$ cat src/sv/gn2d_fade.sv
// Fade curve 6t^5-15t^4+10t^3, Q0.16 in and Q1.16 out, three registered stages.
// No dependencies.
module gn2d_fade (
  input  logic        clk,
  input  logic        en,
  input  logic [15:0] f,
  output logic [16:0] w
);
  logic [15:0] f_r, f2_r, f3_r;
  logic [31:0] f_sq;
  logic [35:0] p_nxt;
  logic [19:0] p16_r, p16b_r;
  logic [35:0] prod;
  logic [32:0] r;
  logic [16:0] w_r;

  assign f_sq = 32'(f) * 32'(f);
  // p = 6f^2 - 15*2^16 f + 10*2^32, always positive and below 2^36
  assign p_nxt = 36'(6) * 36'(f_sq) + 36'd42949672960
                 - 36'(15) * {4'd0, f, 16'd0};

  assign prod = 36'(f3_r) * 36'(p16b_r);
  assign r    = 33'((prod + 36'd32768) >> 16);

  always_ff @(posedge clk) begin
    if (en) begin
      // stage 1: square, polynomial tail
      f_r    <= f;
      f2_r   <= f_sq[31:16];
      p16_r  <= 20'((p_nxt + 36'd32768) >> 16);
      // stage 2: cube
      f3_r   <= 16'((32'(f2_r) * 32'(f_r)) >> 16);
      p16b_r <= p16_r;
      // stage 3: final product, clamp to 1.0
      w_r    <= (r > 33'd65536) ? 17'd65536 : r[16:0];
    end
  end

  assign w = w_r;
endmodule
$ cat config.mk
export PLATFORM = sky130hd
export DESIGN_NAME = gn2d_fade
export DESIGN_NICKNAME = d
export VERILOG_FILES = /design/src/sv/gn2d_fade.sv
export SDC_FILE = /design/constraint.sdc
export NUM_CORES = 2
export LEC_CHECK = 0
export BUFFER_PORTS_ARGS = -buffer_cell sky130_fd_sc_hd__buf_2
export CELL_PAD_IN_SITES_DETAIL_PLACEMENT = 0
export CELL_PAD_IN_SITES_GLOBAL_PLACEMENT = 1
export CORE_AREA = 3 3 308 249
export CTS_CLUSTER_DIAMETER = 50
export DETAILED_ROUTE_END_ITERATION = 16
export DIE_AREA = 0 0 311 252
export PLACE_DENSITY = 0.82
export REMOVE_ABC_BUFFERS = 1
export SLEW_MARGIN = 5
export SYNTH_ARGS = -nofsm -noshare
export SYNTH_HDL_FRONTEND = slang
export SYNTH_SLANG_ARGS = --single-unit
$ cat constraint.sdc
create_clock -name clk -period 9.06 [get_ports clk]
set_input_delay 0.453 -clock clk [delete_from_list [all_inputs] [get_ports clk]]
set_output_delay 0.453 -clock clk [all_outputs]
set_load 0.02 [all_outputs]
=== Yosys cells after proc, flatten, opt, wreduce, memory -nomap -nowiden ===
Index checks and enable logic that the tools add are counted.

* Register bits after elaboration: 105
* Input bits: 18

* Add/subtract/negate cells: 4
* Multipliers: 5
* $lt $le $gt $ge: 1

{| class="wikitable"
|+ Operators by type and width
! operator !! number
|-
| adder 36 x 16 -> 36 bit, second input constant || 2
|-
| multiplier 16 x 16 -> 32 bit || 2
|-
| adder 35 x 36 -> 36 bit, second input constant || 1
|-
| multiplier 16 x 20 -> 36 bit || 1
|-
| subtractor 36 bit || 1
|-
| multiplier 2 x 32 -> 34 bit, first input constant || 1
|-
| > comparator 20 x 17 -> 1 bit, second input constant || 1
|-
| multiplier 4 x 16 -> 20 bit, first input constant || 1
|}

=== Logic depth before layout (Yosys ltp) ===
* Word-level depth: 5
* Depth in mapped cells: 47

=== Worst setup path before layout ===
Ideal clock, no wire load.

* Kind: in2reg
* Start point: input f[1]
* End point: register p16_r[19] (data pin)
* Setup time: 0.268 ns
* Arrival time: 9.716 ns
* Required time: 8.792 ns
* Path slack: -0.923 ns
* Stages: 42
* Path buffers: 2
* Path through: clkbuf_1 > and2_1 > fa_1 > fa_1 > ha_1 > inv_1 > fa_1 > fa_1 > inv_1 > fa_1 > ha_1 > a21o_1 > or3_1 > o22a_1 > a31oi_1 > o21ai_0 > a21o_1 > a21oi_1 > [6 not listed] > nand2_1 > or4_1 > o21ba_2 > xnor2_1 > ha_1 > ha_1 > clkbuf_1 > a21o_1 > a21oi_1 > o21ai_0 > a21oi_1 > nor2_1 > o21ai_0 > o41ai_1 > o41ai_1 > o21bai_1 > a21oi_1 > xnor3_1

* Longest elaborated chain between the ends: 5
* Elaborated cells on any way between the ends: 6
* Those cells by class: add/sub (3); mul (3)

{| class="wikitable"
|+ Ends and longest elaborated chain
! item !! RTL line !! source
|-
| start: declaration || 6 || <nowiki>input logic [15:0] f,</nowiki>
|-
| multiplier 16 x 16 -> 32 bit || 17 || <nowiki>assign f_sq = 32'(f) * 32'(f);</nowiki>
|-
| via f_sq[17] || 10 || <nowiki>logic [31:0] f_sq;</nowiki>
|-
| multiplier 2 x 32 -> 34 bit || 19 || <nowiki>assign p_nxt = 36'(6) * 36'(f_sq) + 36'd42949672960</nowiki>
|-
| adder 35 x 36 -> 36 bit || 19 ||
|-
| subtractor 36 bit || 20 || <nowiki>- 36'(15) * {4'd0, f, 16'd0};</nowiki>
|-
| adder 36 x 16 -> 36 bit || 30 || <nowiki>p16_r <= 20'((p_nxt + 36'd32768) >> 16);</nowiki>
|-
| end signal: assignment || 30 ||
|-
| end: declaration || 12 || <nowiki>logic [19:0] p16_r, p16b_r;</nowiki>
|}

The timed path passes the listed nets, and every way through them passes these cells.
A chain may end at the register's enable or synchronous reset.

=== Final worst setup path ===
* Start point: input f[9]
* End point: register p16_r[19] (data pin)

Same word-level chain as after synthesis.

==> flow_metrics.env <==
export IMPL_synth_flop_cell="edfxtp_1"
export IMPL_setup_violations=2
export IMPL_stdcell_area_um2=38470
export IMPL_arrival_ps=9420
export IMPL_start_util_pct=45.02
export IMPL_clockRootBuffer="clkbuf_16"
export IMPL_ys_warn_count=0
export IMPL_period_share_pct=102.6
export IMPL_synthCells=3566
export IMPL_synth_seq_cells=105
export IMPL_period_needed_ps=9293
export IMPL_core_area_um2=73720
export IMPL_worst_setup_path_end_kind="flip-flop"
export IMPL_synth_most_common_cell="inv_1"
export IMPL_skew_ps=13.20
export IMPL_async_reset_ff_share_pct=0
export IMPL_io_buffers=34
export IMPL_die_area_um2=78370
export IMPL_antenna_found_initial=5
export IMPL_multiInputGateArea_um2=27290
export IMPL_vias=24730
export IMPL_hold_viol=0
export IMPL_cpPeakStageDelay_ps=530
export IMPL_netlist_top_cells_area="fa_1, ha_1, edfxtp_1, inv_1, nand2_1"
export IMPL_cts_buffers=9
export IMPL_cts_sinks=105
export IMPL_grt_pass1_vias=25800
export IMPL_gp_congestion=0.8742
export IMPL_cp_common_cell="fa_1"
export IMPL_synth_cell_area_um2=33190
export IMPL_avgRoutedWirePerCell_um=16.88
export IMPL_max_freq_mhz=107.6
export IMPL_rows=89
export IMPL_drc_errors=0
export IMPL_postCtsHoldBufs=0
export IMPL_grt_pass1_wl_mm=134.8
export IMPL_rsz0062_at_grt="true"
export IMPL_grt_max_degree=76
export IMPL_routed_wirelength_mm=82.87
export IMPL_slew_viol_final=0
export IMPL_fillCellCount=6725
export IMPL_critPathLaunchType="input pin"
export IMPL_clk_pin_slew_ps=80
export IMPL_violations="negative setup slack"
export IMPL_grtUsageTotal_pct=21.29
export IMPL_synth_top_area_share_pct=38.24
export IMPL_area_growth_pct=15.92
export IMPL_setup_slack_ps=-233.4
export IMPL_synth_cell_types=79
export IMPL_vias_per_cell=5.037
export IMPL_drive_gt1_share_pct=15.89
export IMPL_htreeDepth=3
export IMPL_dieWidth_um=311
export IMPL_clock_latency_ps=390
export IMPL_drt_initial_drc_count=1584
export IMPL_status="complete, but fails checks"
export IMPL_crit_type="in -> reg"
export IMPL_yosysTopAreaCell="fa_1"
export IMPL_rrSetupSlack_ps=1070
export IMPL_cts_tree="built"
export IMPL_hpwl_mm=67.62
export IMPL_clockBufferDepth=2
export IMPL_holdCritPathClass="reg -> reg"
export IMPL_cp_data_required_time_ps=9180
export IMPL_place_area_um2=36730
export IMPL_first_pass_iters=5
export IMPL_ant_nets=0
export IMPL_ios=35
export IMPL_cap_violations=0
export IMPL_cp_slowest_cell="fa_1"
export IMPL_synth_common_cells="inv_1, fa_1, nand2_1"
export IMPL_crit_fanout=5
export IMPL_worst_pin_slew_ps=970.2
export IMPL_synth_edf_count=105
export IMPL_nets=5001
export IMPL_grt_overflow=0
export IMPL_syn_area_per_cell_um2=9.307
export IMPL_ff_latch_area_um2=3153
export IMPL_die_y_um=252
export IMPL_yosysSeqAreaShare_pct=9.500
export IMPL_slew_headroom_pct=35.32
[logic make-up (layout without fill, tap and decap cells)]
group,Yosys count,count (layout),share of synthesized area (%)
mux,1,1,0.03393
xor+xnor,142,142,3.789
flops,105,105,9.500
compound gates,365,365,7.464
simple gates,950,950,13.61
other cells,0,1,0
fa+ha+maj,1080,1080,55.06
buf+inv,923,1265,10.54
[sequential cells by signal (all words and copies together) (netlist names)]
signal,flops
p16b_r,20
p16_r,20
f_r,16
f2_r,16
f3_r,16
w,17
[critical path: cells and delay by family]
kind	cells	cell delay, ps
adder cells (fa/ha/maj)	10	4110
AO/OA/AOI/OAI	16	2660
AND/OR/NAND/NOR	5	980
XOR/XNOR	3	660
buffers and inverters	8	580
[layout make-up]
class	count	area share, %
tap	1001	3.255
clock buffer	9	0.5854
timing repair buffer	440	8.862
multi-input combinational	2538	70.92
inverter	809	7.893
clock inverter	7	0.2797
antenna	1	0.006504
sequential	105	8.195
[final timing paths]
kind / from / endpoint / depth (start not counted)
setup reg to reg: p16b_r[11]$_DFFE_PP_ / w[9]$_SDFFCE_PN0P_ / 24
hold / removal: p16_r[9]$_DFFE_PP_ / p16b_r[9]$_DFFE_PP_ / 0
setup / recovery: f[9] / p16_r[19]$_DFFE_PP_ / 42
hold reg to reg: p16_r[9]$_DFFE_PP_ / p16b_r[9]$_DFFE_PP_ / 0
[per-stage QoR]
step / worst slack [ps] / TNS (ps) / cells / utilization (%) / hold slack (ps)
after CTS: -176.9 / -188.6 / 4892 / 51.11 / 419.7
final: -233.4 / -303.5 / 4910 / 52.19 / 422.8
after floorplan: -651.6 / -814.6 / 3452 / - / 400.3
after detailed placement: -1134 / -5607 / 4829 / 49.83 / 404.5
after global routing: -511.3 / -1511 / 4909 / 52.19 / 421.2
after global placement: -987.6 / -4420 / 4829 / 49.83 / 400.2
[routing by layer]
metal	vias up	global-route usage, %	routed length (um)	part of all wire, %
li1	11700	-	-	-
met1	12230	31.34	39390	48
met2	708	34.35	37330	45
met3	95	2.521	4912	5.9
met4	0	3.796	1232	1.5
met5	-	0	0	0
[layout by cell type (no fill, tap or decap), drive strengths merged, types with 5 or more instances in the layout]
cell type | Yosys | routed
nor4 | 6 | 6
nand4 | 15 | 15
buf | 6 | 437
nor3 | 32 | 32
a31o | 7 | 7
o2111ai | 6 | 6
edfxtp | 105 | 105
o21ai | 50 | 50
nand3 | 25 | 25
nor2 | 96 | 96
nor2b | 9 | 9
nand2b | 13 | 13
o21bai | 16 | 16
inv | 809 | 811
fa | 634 | 634
a221oi | 5 | 5
o41ai | 7 | 7
or2 | 14 | 14
o31ai | 9 | 9
o211ai | 6 | 6
xnor2 | 96 | 96
and3 | 5 | 5
ha | 446 | 446
or3 | 7 | 7
o221ai | 5 | 5
xor2 | 45 | 45
nand2 | 480 | 480
clkbuf | 108 | 12
a21o | 54 | 54
and2 | 237 | 237
o21a | 22 | 22
a21oi | 110 | 110
a211oi | 14 | 14
a31oi | 13 | 13
[what timing repair did]
| action | 4_1_cts | 5_1_grt |
|---|---|---|
| gates resized for setup | 60 | 138 |
| endpoints found under the setup margin | 7 | 11 |
| buffers inserted | 50 | 23 |
| pin swaps | 44 | 70 |
Power is not shown: default switching activity piles up to over one toggle a cycle in this logic, so the estimate is an artifact.
